==> src/sv/fhau_pkg.sv <==
// ============================================================================
// fhau_pkg
// Shared widths, codes, result structs and count helpers for the flash
// hierarchical address unit.
// ============================================================================
package fhau_pkg;

    localparam int LIN_W = 40;   // flat page number
    localparam int CNT_W = 17;   // widest geometry count
    localparam int LVL_W = 3;

    localparam logic [CNT_W-1:0] MAX_PAGES_PER_BLOCK  = 17'd1024;
    localparam logic [CNT_W-1:0] MAX_BLOCKS_PER_PLANE = 17'd65536;
    localparam logic [CNT_W-1:0] MAX_PLANES_PER_DIE   = 17'd16;
    localparam logic [CNT_W-1:0] MAX_DIES_PER_PACKAGE = 17'd16;
    localparam logic [CNT_W-1:0] MAX_PACKAGES         = 17'd64;

    localparam logic [1:0] OP_LOAD_LINEAR = 2'd0;
    localparam logic [1:0] OP_LOAD_FIELDS = 2'd1;
    localparam logic [1:0] OP_READ_LINEAR = 2'd2;
    localparam logic [1:0] OP_COMPARE     = 2'd3;

    localparam logic [LVL_W-1:0] LVL_NONE    = 3'd0;
    localparam logic [LVL_W-1:0] LVL_PACKAGE = 3'd1;
    localparam logic [LVL_W-1:0] LVL_DIE     = 3'd2;
    localparam logic [LVL_W-1:0] LVL_PLANE   = 3'd3;
    localparam logic [LVL_W-1:0] LVL_BLOCK   = 3'd4;
    localparam logic [LVL_W-1:0] LVL_PAGE    = 3'd5;

    localparam logic [2:0] REG_PAGES_PER_BLOCK  = 3'd0;
    localparam logic [2:0] REG_BLOCKS_PER_PLANE = 3'd1;
    localparam logic [2:0] REG_PLANES_PER_DIE   = 3'd2;
    localparam logic [2:0] REG_DIES_PER_PACKAGE = 3'd3;
    localparam logic [2:0] REG_PACKAGES         = 3'd4;

    typedef struct packed {
        logic             done;
        logic [LIN_W-1:0] quotient;
        logic [CNT_W-1:0] remainder;
    } t_div_out;

    typedef struct packed {
        logic             done;
        logic [LIN_W-1:0] result;
    } t_mul_out;

    // zero reads as one, oversize saturates
    function automatic logic [CNT_W-1:0] eff_count(input logic [CNT_W-1:0] v,
                                                   input logic [CNT_W-1:0] maxv);
        logic [CNT_W-1:0] r;
        if (v == '0) begin
            r = CNT_W'(1);
        end else if (v > maxv) begin
            r = maxv;
        end else begin
            r = v;
        end
        return r;
    endfunction

    function automatic logic [LVL_W-1:0] clamp_level(input logic [LVL_W-1:0] lv);
        logic [LVL_W-1:0] r;
        r = (lv > LVL_PAGE) ? LVL_PAGE : lv;
        return r;
    endfunction

endpackage

==> src/sv/fhau_divider.sv <==
// ============================================================================
// fhau_divider
// Bit-serial restoring divider: one quotient bit per cycle, MSB first.
// ============================================================================
module fhau_divider (
    input  logic                        i_clk,
    input  logic                        i_rst_n,
    input  logic                        i_start,
    input  logic [fhau_pkg::LIN_W-1:0]  i_dividend,
    input  logic [fhau_pkg::CNT_W-1:0]  i_divisor,
    output fhau_pkg::t_div_out          o_res
);

    localparam int CW = $clog2(fhau_pkg::LIN_W);
    localparam logic [CW-1:0] LAST = CW'(fhau_pkg::LIN_W - 1);

    logic [fhau_pkg::LIN_W-1:0] r_quo;
    logic [fhau_pkg::CNT_W-1:0] r_rem;
    logic [fhau_pkg::CNT_W-1:0] r_dsr;
    logic [CW-1:0]              r_cnt;
    logic                       r_busy;
    logic                       r_done;

    logic [fhau_pkg::CNT_W:0]   rem_sh;
    logic [fhau_pkg::CNT_W:0]   diff;
    logic                       ge;
    logic [fhau_pkg::CNT_W-1:0] n_rem;

    always_comb begin
        rem_sh = {r_rem, r_quo[fhau_pkg::LIN_W-1]};
        diff   = rem_sh - {1'b0, r_dsr};
        ge     = (rem_sh >= {1'b0, r_dsr});
        // remainder stays below the divisor, so the top bit is always clear
        n_rem  = ge ? diff[fhau_pkg::CNT_W-1:0] : rem_sh[fhau_pkg::CNT_W-1:0];
    end

    always_ff @(posedge i_clk) begin
        if (!i_rst_n) begin
            r_busy <= 1'b0;
            r_done <= 1'b0;
            r_cnt  <= '0;
        end else begin
            r_done <= 1'b0;
            if (i_start) begin
                r_quo  <= i_dividend;
                r_rem  <= '0;
                r_dsr  <= i_divisor;
                r_cnt  <= '0;
                r_busy <= 1'b1;
            end else if (r_busy) begin
                r_quo <= {r_quo[fhau_pkg::LIN_W-2:0], ge};
                r_rem <= n_rem;
                r_cnt <= r_cnt + CW'(1);
                if (r_cnt == LAST) begin
                    r_busy <= 1'b0;
                    r_done <= 1'b1;
                end
            end
        end
    end

    assign o_res.done      = r_done;
    assign o_res.quotient  = r_quo;
    assign o_res.remainder = r_rem;

endmodule

==> src/sv/fhau_multiplier.sv <==
// ============================================================================
// fhau_multiplier
// Bit-serial shift-add multiply-accumulate: result = mcand * mult + addend,
// wrapped to the flat address width. One multiplier bit per cycle, LSB first.
// ============================================================================
module fhau_multiplier (
    input  logic                        i_clk,
    input  logic                        i_rst_n,
    input  logic                        i_start,
    input  logic [fhau_pkg::LIN_W-1:0]  i_mcand,
    input  logic [fhau_pkg::CNT_W-1:0]  i_mult,
    input  logic [15:0]                 i_addend,
    output fhau_pkg::t_mul_out          o_res
);

    localparam int CW = $clog2(fhau_pkg::CNT_W);
    localparam logic [CW-1:0] LAST = CW'(fhau_pkg::CNT_W - 1);

    logic [fhau_pkg::LIN_W-1:0] r_p;
    logic [fhau_pkg::LIN_W-1:0] r_mc;
    logic [fhau_pkg::CNT_W-1:0] r_ml;
    logic [CW-1:0]              r_cnt;
    logic                       r_busy;
    logic                       r_done;

    always_ff @(posedge i_clk) begin
        if (!i_rst_n) begin
            r_busy <= 1'b0;
            r_done <= 1'b0;
            r_cnt  <= '0;
        end else begin
            r_done <= 1'b0;
            if (i_start) begin
                r_p    <= fhau_pkg::LIN_W'(i_addend);
                r_mc   <= i_mcand;
                r_ml   <= i_mult;
                r_cnt  <= '0;
                r_busy <= 1'b1;
            end else if (r_busy) begin
                if (r_ml[0]) begin
                    r_p <= r_p + r_mc;
                end
                r_mc  <= {r_mc[fhau_pkg::LIN_W-2:0], 1'b0};
                r_ml  <= {1'b0, r_ml[fhau_pkg::CNT_W-1:1]};
                r_cnt <= r_cnt + CW'(1);
                if (r_cnt == LAST) begin
                    r_busy <= 1'b0;
                    r_done <= 1'b1;
                end
            end
        end
    end

    assign o_res.done   = r_done;
    assign o_res.result = r_p;

endmodule

==> src/sv/flash_hierarchical_address_unit.sv <==
// ============================================================================
// flash_hierarchical_address_unit
// Holds one flash physical address and converts between flat page numbers
// and package/die/plane/block/page fields.
// ============================================================================
// Usage:
//  - Input channel (i_in_valid/o_in_ready) takes one operation per
//    transaction: load linear, load fields, read linear or compare.
//  - Output channel (o_out_valid/i_out_ready) returns one transaction per
//    operation: the stored address, its composed flat number and the match
//    level (nonzero only on compare).
//  - Config port (i_cfg_we/i_cfg_idx/i_cfg_data) writes the geometry counts;
//    write only while no operation is in flight.
//  - Load linear runs five divisions, one bit per cycle on a shared 40-step
//    restoring divider, then composition.
//  - Composition runs four multiply-adds on a 17-step shift-add multiplier
//    for every operation.
//  - One operation at a time; the next one is accepted as soon as the
//    result is in the output register, even while the receiver stalls.
//  - A stalled receiver holds the result; a finished operation waits until
//    the output register is free.
//  - Reset (synchronous, active low) clears the stored address to level
//    none and restores the default geometry counts.
// ============================================================================
module flash_hierarchical_address_unit (
    input  logic        i_clk,
    input  logic        i_rst_n,
    input  logic        i_cfg_we,
    input  logic [2:0]  i_cfg_idx,
    input  logic [16:0] i_cfg_data,
    input  logic        i_in_valid,
    output logic        o_in_ready,
    input  logic [1:0]  i_opcode,
    input  logic [39:0] i_linear_address,
    input  logic [2:0]  i_level,
    input  logic [5:0]  i_package_in,
    input  logic [3:0]  i_die_in,
    input  logic [3:0]  i_plane_in,
    input  logic [15:0] i_block_in,
    input  logic [9:0]  i_page_in,
    output logic        o_out_valid,
    input  logic        i_out_ready,
    output logic [5:0]  o_package_out,
    output logic [3:0]  o_die_out,
    output logic [3:0]  o_plane_out,
    output logic [15:0] o_block_out,
    output logic [9:0]  o_page_out,
    output logic [2:0]  o_level_out,
    output logic [39:0] o_composed_address,
    output logic [2:0]  o_match_level
);

    localparam logic [2:0] S_IDLE  = 3'd0;
    localparam logic [2:0] S_DIV   = 3'd1;
    localparam logic [2:0] S_MINIT = 3'd2;
    localparam logic [2:0] S_MUL   = 3'd3;
    localparam logic [2:0] S_DONE  = 3'd4;

    localparam logic [2:0] DIV_LAST = 3'd4;
    localparam logic [2:0] MUL_LAST = 3'd3;

    // geometry registers
    logic [10:0] r_pages_per_block;
    logic [16:0] r_blocks_per_plane;
    logic [4:0]  r_planes_per_die;
    logic [4:0]  r_dies_per_package;
    logic [6:0]  r_packages_per_drive;

    // stored address
    logic [5:0]  r_held_package;
    logic [3:0]  r_held_die;
    logic [3:0]  r_held_plane;
    logic [15:0] r_held_block;
    logic [9:0]  r_held_page;
    logic [2:0]  r_held_level;

    logic [2:0]  r_state;
    logic [2:0]  r_stage;
    logic        r_div_start;
    logic        r_mul_start;
    logic [39:0] r_lin;
    logic [2:0]  r_lvl;
    logic [2:0]  r_match;
    logic [39:0] r_acc;

    logic        r_out_valid;
    logic [5:0]  r_out_package;
    logic [3:0]  r_out_die;
    logic [3:0]  r_out_plane;
    logic [15:0] r_out_block;
    logic [9:0]  r_out_page;
    logic [2:0]  r_out_level;
    logic [39:0] r_out_addr;
    logic [2:0]  r_out_match;

    logic [fhau_pkg::CNT_W-1:0] np, nb, nl, nd, nk;
    logic [fhau_pkg::CNT_W-1:0] div_dsr, mul_mult;
    logic [15:0]                mul_add;
    logic [5:0]                 pkg_v;
    logic [3:0]                 die_v, plane_v;
    logic [15:0]                block_v;
    logic [9:0]                 page_v;
    logic [2:0]                 lv_in, both, cmp_level;

    fhau_pkg::t_div_out div_res;
    fhau_pkg::t_mul_out mul_res;

    always_comb begin
        np = fhau_pkg::eff_count(17'(r_pages_per_block), fhau_pkg::MAX_PAGES_PER_BLOCK);
        nb = fhau_pkg::eff_count(r_blocks_per_plane, fhau_pkg::MAX_BLOCKS_PER_PLANE);
        nl = fhau_pkg::eff_count(17'(r_planes_per_die), fhau_pkg::MAX_PLANES_PER_DIE);
        nd = fhau_pkg::eff_count(17'(r_dies_per_package), fhau_pkg::MAX_DIES_PER_PACKAGE);
        nk = fhau_pkg::eff_count(17'(r_packages_per_drive), fhau_pkg::MAX_PACKAGES);

        // only valid levels enter composition
        pkg_v   = (r_held_level >= fhau_pkg::LVL_PACKAGE) ? r_held_package : '0;
        die_v   = (r_held_level >= fhau_pkg::LVL_DIE)     ? r_held_die     : '0;
        plane_v = (r_held_level >= fhau_pkg::LVL_PLANE)   ? r_held_plane   : '0;
        block_v = (r_held_level >= fhau_pkg::LVL_BLOCK)   ? r_held_block   : '0;
        page_v  = (r_held_level >= fhau_pkg::LVL_PAGE)    ? r_held_page    : '0;

        case (r_stage)
            3'd0:    div_dsr = np;
            3'd1:    div_dsr = nb;
            3'd2:    div_dsr = nl;
            3'd3:    div_dsr = nd;
            default: div_dsr = nk;
        endcase

        // Horner order: package, then die, plane, block, page
        case (r_stage)
            3'd0: begin
                mul_mult = nd;
                mul_add  = 16'(die_v);
            end
            3'd1: begin
                mul_mult = nl;
                mul_add  = 16'(plane_v);
            end
            3'd2: begin
                mul_mult = nb;
                mul_add  = block_v;
            end
            default: begin
                mul_mult = np;
                mul_add  = 16'(page_v);
            end
        endcase

        lv_in     = fhau_pkg::clamp_level(i_level);
        both      = (r_held_level < lv_in) ? r_held_level : lv_in;
        cmp_level = fhau_pkg::LVL_NONE;
        if (both >= fhau_pkg::LVL_PACKAGE && r_held_package == i_package_in) begin
            cmp_level = fhau_pkg::LVL_PACKAGE;
            if (both >= fhau_pkg::LVL_DIE && r_held_die == i_die_in) begin
                cmp_level = fhau_pkg::LVL_DIE;
                if (both >= fhau_pkg::LVL_PLANE && r_held_plane == i_plane_in) begin
                    cmp_level = fhau_pkg::LVL_PLANE;
                    if (both >= fhau_pkg::LVL_BLOCK && r_held_block == i_block_in) begin
                        cmp_level = fhau_pkg::LVL_BLOCK;
                        if (both >= fhau_pkg::LVL_PAGE && r_held_page == i_page_in) begin
                            cmp_level = fhau_pkg::LVL_PAGE;
                        end
                    end
                end
            end
        end
    end

    fhau_divider u_div (
        .i_clk      (i_clk),
        .i_rst_n    (i_rst_n),
        .i_start    (r_div_start),
        .i_dividend (r_lin),
        .i_divisor  (div_dsr),
        .o_res      (div_res)
    );

    fhau_multiplier u_mul (
        .i_clk    (i_clk),
        .i_rst_n  (i_rst_n),
        .i_start  (r_mul_start),
        .i_mcand  (r_acc),
        .i_mult   (mul_mult),
        .i_addend (mul_add),
        .o_res    (mul_res)
    );

    always_ff @(posedge i_clk) begin
        if (!i_rst_n) begin
            r_pages_per_block    <= 11'd64;
            r_blocks_per_plane   <= 17'd2048;
            r_planes_per_die     <= 5'd1;
            r_dies_per_package   <= 5'd1;
            r_packages_per_drive <= 7'd1;
            r_held_package       <= '0;
            r_held_die           <= '0;
            r_held_plane         <= '0;
            r_held_block         <= '0;
            r_held_page          <= '0;
            r_held_level         <= fhau_pkg::LVL_NONE;
            r_state              <= S_IDLE;
            r_stage              <= '0;
            r_div_start          <= 1'b0;
            r_mul_start          <= 1'b0;
            r_out_valid          <= 1'b0;
        end else begin
            r_div_start <= 1'b0;
            r_mul_start <= 1'b0;

            if (i_cfg_we) begin
                case (i_cfg_idx)
                    fhau_pkg::REG_PAGES_PER_BLOCK:  r_pages_per_block    <= i_cfg_data[10:0];
                    fhau_pkg::REG_BLOCKS_PER_PLANE: r_blocks_per_plane   <= i_cfg_data;
                    fhau_pkg::REG_PLANES_PER_DIE:   r_planes_per_die     <= i_cfg_data[4:0];
                    fhau_pkg::REG_DIES_PER_PACKAGE: r_dies_per_package   <= i_cfg_data[4:0];
                    fhau_pkg::REG_PACKAGES:         r_packages_per_drive <= i_cfg_data[6:0];
                    default: ;
                endcase
            end

            if (r_out_valid && i_out_ready) begin
                r_out_valid <= 1'b0;
            end

            case (r_state)
                S_IDLE: begin
                    if (i_in_valid) begin
                        r_match <= (i_opcode == fhau_pkg::OP_COMPARE) ?
                                   cmp_level : fhau_pkg::LVL_NONE;
                        case (i_opcode)
                            fhau_pkg::OP_LOAD_LINEAR: begin
                                r_lin       <= i_linear_address;
                                r_lvl       <= lv_in;
                                r_stage     <= '0;
                                r_div_start <= 1'b1;
                                r_state     <= S_DIV;
                            end
                            fhau_pkg::OP_LOAD_FIELDS: begin
                                r_held_package <= i_package_in;
                                r_held_die     <= i_die_in;
                                r_held_plane   <= i_plane_in;
                                r_held_block   <= i_block_in;
                                r_held_page    <= i_page_in;
                                r_held_level   <= lv_in;
                                r_state        <= S_MINIT;
                            end
                            default: begin
                                r_state <= S_MINIT;
                            end
                        endcase
                    end
                end
                S_DIV: begin
                    if (div_res.done) begin
                        r_lin <= div_res.quotient;
                        case (r_stage)
                            3'd0:    r_held_page  <= div_res.remainder[9:0];
                            3'd1:    r_held_block <= div_res.remainder[15:0];
                            3'd2:    r_held_plane <= div_res.remainder[3:0];
                            3'd3:    r_held_die   <= div_res.remainder[3:0];
                            default: r_held_package <= div_res.remainder[5:0];
                        endcase
                        if (r_stage == DIV_LAST) begin
                            r_held_level <= r_lvl;
                            r_state      <= S_MINIT;
                        end else begin
                            r_stage     <= r_stage + 3'd1;
                            r_div_start <= 1'b1;
                        end
                    end
                end
                S_MINIT: begin
                    r_acc       <= 40'(pkg_v);
                    r_stage     <= '0;
                    r_mul_start <= 1'b1;
                    r_state     <= S_MUL;
                end
                S_MUL: begin
                    if (mul_res.done) begin
                        r_acc <= mul_res.result;
                        if (r_stage == MUL_LAST) begin
                            r_state <= S_DONE;
                        end else begin
                            r_stage     <= r_stage + 3'd1;
                            r_mul_start <= 1'b1;
                        end
                    end
                end
                S_DONE: begin
                    if (!r_out_valid || i_out_ready) begin
                        r_out_package <= r_held_package;
                        r_out_die     <= r_held_die;
                        r_out_plane   <= r_held_plane;
                        r_out_block   <= r_held_block;
                        r_out_page    <= r_held_page;
                        r_out_level   <= r_held_level;
                        r_out_addr    <= r_acc;
                        r_out_match   <= r_match;
                        r_out_valid   <= 1'b1;
                        r_state       <= S_IDLE;
                    end
                end
                default: begin
                    r_state <= S_IDLE;
                end
            endcase
        end
    end

    assign o_in_ready         = (r_state == S_IDLE);
    assign o_out_valid        = r_out_valid;
    assign o_package_out      = r_out_package;
    assign o_die_out          = r_out_die;
    assign o_plane_out        = r_out_plane;
    assign o_block_out        = r_out_block;
    assign o_page_out         = r_out_page;
    assign o_level_out        = r_out_level;
    assign o_composed_address = r_out_addr;
    assign o_match_level      = r_out_match;

endmodule

==> config.mk <==
export PLATFORM = sky130hd
export DESIGN_NAME = flash_hierarchical_address_unit
export DESIGN_NICKNAME = d
export VERILOG_FILES = /design/src/sv/fhau_pkg.sv /design/src/sv/fhau_divider.sv /design/src/sv/fhau_multiplier.sv /design/src/sv/flash_hierarchical_address_unit.sv
export SDC_FILE = /design/constraint.sdc
export NUM_CORES = 1
export LEC_CHECK = 0
export BUFFER_PORTS_ARGS = -buffer_cell sky130_fd_sc_hd__buf_2
export CAP_MARGIN = 20
export CORE_AREA = 3 3 200 202
export DETAILED_ROUTE_END_ITERATION = 8
export DIE_AREA = 0 0 203 205
export PLACE_DENSITY_LB_ADDON = 0.05
export SETUP_SLACK_MARGIN = 0.02
export SLEW_MARGIN = 20
export SYNTH_ARGS = -nofsm -noshare
export SYNTH_HDL_FRONTEND = slang
export SYNTH_SLANG_ARGS = --single-unit
export TNS_END_PERCENT = 10
==> constraint.sdc <==
create_clock -name i_clk -period 7.38 [get_ports i_clk]
set_clock_uncertainty 0.1 [all_clocks]
set_input_delay 1.107 -clock i_clk [delete_from_list [all_inputs] [get_ports i_clk]]
set_output_delay 1.107 -clock i_clk [all_outputs]
set_load 0.02 [all_outputs]
# After elaboration in Yosys (flattened, before gate mapping)
# Cells that the tools add are included.
# totals
in_bits	110
ramBits	0
latchBits	0
memories	0
ff_bits	455
romBits	0
out_inout_bits	88
# op_classes
add_sub_neg	5
reduce_logical	53
div_mod_pow	0
bitwise	3
n_lt_le_gt_ge	18
n_mul	0
n_eq_ne	36
mux	105
n_shift	0
# ops
operator	count
40-bit two-way mux	10
40-bit case mux with 2 select lines	2
17-bit two-way mux	6
16-bit two-way mux	6
17-bit case mux with 4 select lines	1
3-bit two-way mux	18
17-bit case mux with 3 select lines	1
10-bit two-way mux	5
16-bit case mux with 3 select lines	1
40-bit adder	1
4-bit two-way mux	10
5-bit AND reduction	8
16-bit case mux with 2 select lines	1
6-bit two-way mux	5
11-bit two-way mux	2
5-bit two-way mux	4
10-bit case mux with 2 select lines	1
1-bit two-way mux	19
3-bit by 2-bit equality test with 1-bit output, second input constant	6
18-bit by 17-bit >= comparator with 1-bit output	1
2-bit AND reduction	9
17-bit > comparator, second input constant	1
17-bit logical NOT	1
17-bit subtractor	1
49 further kinds	100

# Longest topological paths before layout
# depth
word_depth	10
depth_mapped	13
depth_no_buf	12

# Cells and area by module
# From an unflattened synthesis, not the netlist that was laid out.
# unflattened
cells_unflattened	1956
hier_area_um2	22343.9
# modules_own_cells
mod	area_per_inst_um2	seq_area_each_um2	cells_per_inst	instances
flash_hierarchical_address_unit	11770.0	7106.8	1065	1
fhau_multiplier	6328.6	3052.9	557	1
fhau_divider	4245.3	2382.3	334	1

# Least setup slack after synthesis
# OpenSTA, ideal clock, no wires.
# synth_timing
path_type	input -> register
start	input i_rst_n
end	register r_out_block[0], in the netlist o_block_out[0], enable pin
n_path_buf	2
arrival_time_ns	5.292
path_slack_ns	1.457
required_time_ns	6.749
cell_stages	4
path_cell_list	clkbuf_1 -> clkbuf_1 -> nand2_1 -> nor2_1
# synth_between
elab_chain_cells	1
# synth_rtl
item	line	text
start, declared	flash_hierarchical_address_unit.sv:27	input logic i_rst_n,
3-bit AND reduction (no source line)	-	
end signal, assigned	flash_hierarchical_address_unit.sv:295	r_out_block <= r_held_block;
end, declared	flash_hierarchical_address_unit.sv:90	logic [15:0] r_out_block;
# No other way between the ends.
# A chain may end at the register's enable or synchronous reset.

# Worst setup path in the final report
# layout_timing
start	register u_mul.r_p[0] (netlist bit)
end	register u_mul.r_p[36] (netlist bit) (data pin)
# layout_between
elab_chain_cells	3
# layout_rtl
item	line	text
start, declared	fhau_multiplier.sv:19	logic [fhau_pkg::LIN_W-1:0] r_p;
start signal, assigned	fhau_multiplier.sv:34	r_p <= fhau_pkg::LIN_W'(i_addend);
start signal, assigned	fhau_multiplier.sv:41	r_p <= r_p + r_mc;
40-bit adder	fhau_multiplier.sv:41	
40-bit two-way mux	fhau_multiplier.sv:40	if (r_ml[0]) begin
40-bit two-way mux	fhau_multiplier.sv:39	end else if (r_busy) begin
# No other way between the ends. The select of a mux whose other input is x is not followed.

==> results <==
- The part of the cycle the worst path needs is 50.0%.
- The power density normalized to cell area is about 300 nW/µm².
- The count of buffers added by post-CTS timing repair for setup is 0.
- The global router's overall resource usage is 24.6%.
- The count of H-tree levels built during CTS is 2.
- The number of global-route vias before repair came to about 15000.
- The clock latency at the later pin of the worst-skew pair is about 580 ps.
- Setup repair after global routing left no endpoint under its margin.
- The first global-routing pass estimated a little over 80000 µm of wire.
- The path type of the worst setup path is reg2reg.
- The count of endpoints failing hold in the final timing report is 0.
- For this design, the sink count on the clock tree is 455.
- The transition time at the pin with the least slew margin is ~1100 ps.
- The maximum clock path buffer count is 3.
- The cell area after synthesis is about 22000 µm².
- The overflow left after global routing is 0.
- The register-to-register setup slack is ~3700 ps.
- In this run the vertical extent of the chip is 205 µm.
- The startpoint class of the critical path is a flop.
- The cell count after synthesis is about 1900.
- The kind of end point of the critical path is a flop.
- The pin count of the biggest net entering global routing is between 80 and 90.
- STA puts the critical path data required time at approximately 7600 ps.
- Once layout is complete, the utilization of the core stands at between 60% and 70%.
- The number of input and output port buffers inserted is just under 200.
- The setup slack after placement is approximately 3600 ps.
- The leakage component of the power is between 10 and 15 nW.
- After detailed routing, the average wire length per cell comes to about 19 µm.
- The clock-pin slew reported for the worst setup and hold paths after clock tree synthesis is about 60 ps.
- Headroom to the max-slew limit came out at between 20 and 30%.
- The flow ran to the end, and the final reports show no timing, DRC or antenna violations.
- The cell type contributing the most total cell area after synthesis is sky130_fd_sc_hd__edfxtp_1.
- The maximum net fanout on the critical path is 4.
- The DRC violation count after routing is 0.
- The number of enable-type register cells in the synthesized netlist is 343.
- The instance area after placement is roughly 23000 µm².
- The first-pass iteration count of the detailed router is 8.
- The synthesized design contains approximately 460 register bits.
- The post-route netlist has about 19% of its cells at a drive strength greater than 1.
- The most used flip-flop cell after synthesis is sky130_fd_sc_hd__edfxtp_1.
- VDD sags by at most between 0.15 and 0.2 mV.
- The initial antenna violation count is 0.
- The post-layout worst setup margin is around 3700 ps.
- The arrival time at the worst endpoint is slightly below 4000 ps.
- In this run, the number of DRC markers left after iteration 0 of detailed routing was 1356.
- The die is between 200 and 250 µm wide.
- The total core area is a little under 40000 µm².
- In this run the worst hold path is classified as reg2reg.
- The vias after detailed routing is 15400.
- The final estimated routing congestion in global placement is 0.920.
- Counting flops with an async set or reset pin after synthesis yields a share of 0%.
- The remaining antenna violation count is 0.
- The CTS tree is yes.
- The final setup TNS is 0 ps.
- Clock tree synthesis inserted a total of 47 buffers.
- about 200 I/O pins were placed.
- The count of hold-fix buffers inserted at cts is 0.
- The number of warnings printed during yosys synthesis is 0.
- Static timing analysis puts the maximum clock frequency at 271 MHz.
- The total die area is around 42000 µm².
- The synthesized net count is 2104.
- Ranked by total cell area, the synthesized netlist is headed by sky130_fd_sc_hd__edfxtp_1, sky130_fd_sc_hd__dfxtp_1, sky130_fd_sc_hd__nand2_1.
- Synthesis instantiated 76 different standard cells from the library.
- The synthesis-to-finish area growth is 13.5%.
- The starting density of the core is between 50 and 60%.
- The final worst hold slack is ~330 ps.
- Row generation in the floorplan step produced 72 rows.
- Across the run, the number of max-cap violations was 0.
- The post-layout minimum cycle time is roughly 3700 ps.
- The final net count is roughly 2300.
- The number of antenna diodes in the final layout is 0.
- The area share of the largest cell type after synthesis is 47.0%.
- Once layout is done, the placed cells without fillers occupy approximately 25000 µm².
- The max-slew violation count came to 0.
- Setup violations remaining at the end of the flow were counted as 0.
- The cell sitting at the root of the clock tree is a sky130_fd_sc_hd__clkbuf_16.
- The routed via count divided by cell count is between 5 and 6.
- A synthesized cell averages roughly 11 µm².
- For this run, the register share of the synthesized area comes to a little under three fifths.
- The final layout contains routed wiring with a total length of between 50000 and 60000 µm.
- After clock tree synthesis, the repair step resized 0 gates.
- The placed wire-length estimate after detailed placement is 35700 µm.
-- registers in the layout, summed over array words and instances, names as in the netlist, 6 cells and up --
register and count:
r_packages_per_drive 7, r_blocks_per_plane 17, u_div.r_dsr 17, o_composed_address 40, u_div.r_quo 40, r_acc 40
u_mul.r_p 40, r_held_block 16, o_page_out 10, r_lin 40, u_div.r_cnt 6, o_package_out 6
r_held_page 10, o_block_out 16, u_div.r_rem 17, u_mul.r_ml 17, r_pages_per_block 11, u_mul.r_mc 40
r_held_package 6
-- power breakdown --
part / switching, W / internal (W)
Clock: 0.000970 / 0.00140
Combinational: 0.00109 / 0.000678
Sequential: 0.000199 / 0.00314
Total: 0.00226 / 0.00522
-- final timing paths --
kind,from,to,cells after the start
hold reg to reg,r_acc[10],o_composed_address[10],0
setup reg to reg,u_mul.r_p[0],u_mul.r_p[36],11
setup / recovery,u_mul.r_p[0],u_mul.r_p[36],11
hold / removal,r_acc[10],o_composed_address[10],0
-- stage by stage --
| stage | instances | power, W |
|---|---|---|
| after floorplan | 1925 | 0.00463 |
| after global placement | 2558 | 0.00510 |
| after detailed placement | 2558 | 0.00514 |
| after CTS | 2642 | 0.00752 |
| after global routing | 2642 | 0.00785 |
| final | 2642 | 0.00748 |
-- final cells by class --
class | count | area [µm²]
clock inverters | 21 | 259
fillers | 3097 | 13600
well taps | 518 | 648
repair buffers | 215 | 1120
multi-input cells | 1324 | 8850
flip-flops and latches | 455 | 12500
clock buffers | 63 | 1260
inverters | 46 | 173
-- cell usage in the layout (no fill, tap or decap), drive strengths merged, types with 7 or more instances in the layout --
cell type / n
o211a: 43
edfxtp: 343
nor3: 20
nand3: 39
o211ai: 7
xor2: 48
xnor2: 45
inv: 46
nand2: 297
o21bai: 10
a21oi: 109
nor2b: 30
ha: 67
a21o: 33
mux2: 83
a221oi: 16
o21ai: 40
dfxtp: 112
and3: 55
and2: 18
a22o: 15
buf: 215
clkinv: 13
a31oi: 15
nor2: 130
nand2b: 11
clkbuf: 63
nand4: 18
mux2i: 34
a21boi: 36
o21a: 11
a221o: 12
a211oi: 7
nor4: 13
-- routing by layer --
metal  global-route usage (%)  vias to the layer above  wire (µm)
met1                     36.0                     7485      23800
met3                     3.18                       76       3220
met5                        0                        -          0
met4                     6.76                        0       1100
met2                     39.1                      472      23400
li1                         -                     7388          -
-- worst max-delay path: stages, from the launching register on --
cell and delay (ps):
sky130_fd_sc_hd__edfxtp_1 400, sky130_fd_sc_hd__ha_1 250, sky130_fd_sc_hd__fa_1 420, sky130_fd_sc_hd__a21o_1 220
sky130_fd_sc_hd__a221oi_2 450, sky130_fd_sc_hd__o21bai_1 160, sky130_fd_sc_hd__a21oi_1 270, sky130_fd_sc_hd__o21a_1 240
sky130_fd_sc_hd__o21a_1 160, sky130_fd_sc_hd__o21ai_1 160, sky130_fd_sc_hd__a211oi_1 270, sky130_fd_sc_hd__mux2_2 350
-- cell usage after synthesis (3+ instances only) --
master,number
sky130_fd_sc_hd__nor3_1,20
sky130_fd_sc_hd__a41oi_1,3
sky130_fd_sc_hd__a221o_1,12
sky130_fd_sc_hd__nor4_1,12
sky130_fd_sc_hd__mux2i_1,34
sky130_fd_sc_hd__a22o_1,15
sky130_fd_sc_hd__o2111ai_1,3
sky130_fd_sc_hd__nand3_1,38
sky130_fd_sc_hd__a31oi_1,14
sky130_fd_sc_hd__xor2_1,48
sky130_fd_sc_hd__mux2_2,82
sky130_fd_sc_hd__o31ai_1,3
sky130_fd_sc_hd__o31a_1,3
sky130_fd_sc_hd__and3_1,55
sky130_fd_sc_hd__o21a_1,11
sky130_fd_sc_hd__nor2_1,130
sky130_fd_sc_hd__nand2b_1,11
sky130_fd_sc_hd__inv_1,45
sky130_fd_sc_hd__edfxtp_1,343
sky130_fd_sc_hd__o22ai_1,5
sky130_fd_sc_hd__buf_1,13
sky130_fd_sc_hd__a21o_1,33
sky130_fd_sc_hd__a222oi_1,6
sky130_fd_sc_hd__a211oi_1,7
sky130_fd_sc_hd__nand2_1,297
sky130_fd_sc_hd__xnor2_1,45
sky130_fd_sc_hd__o211a_1,43
sky130_fd_sc_hd__a21boi_0,36
sky130_fd_sc_hd__o21ai_0,37
sky130_fd_sc_hd__and2_1,18
sky130_fd_sc_hd__or3_1,4
sky130_fd_sc_hd__o211ai_1,6
sky130_fd_sc_hd__nor2b_1,30
sky130_fd_sc_hd__a221oi_1,15
sky130_fd_sc_hd__nor3b_1,5
sky130_fd_sc_hd__dfxtp_1,112
sky130_fd_sc_hd__o21bai_1,10
sky130_fd_sc_hd__nand4_1,18
sky130_fd_sc_hd__ha_1,67
sky130_fd_sc_hd__a21oi_1,109
sky130_fd_sc_hd__clkbuf_1,83
-- kinds of logic after synthesis --
group | Yosys count | synth area share, %
XOR/XNOR | 93 | 3.72
AO/OA/AOI/OAI | 391 | 12.9
adder cells (fa/ha/maj) | 69 | 4.01
multiplexers | 117 | 5.84
flip-flops | 455 | 57.3
AND/OR/NAND/NOR | 654 | 13.7
buffers and inverters | 146 | 2.57
Power figures use the tool's default switching activity.
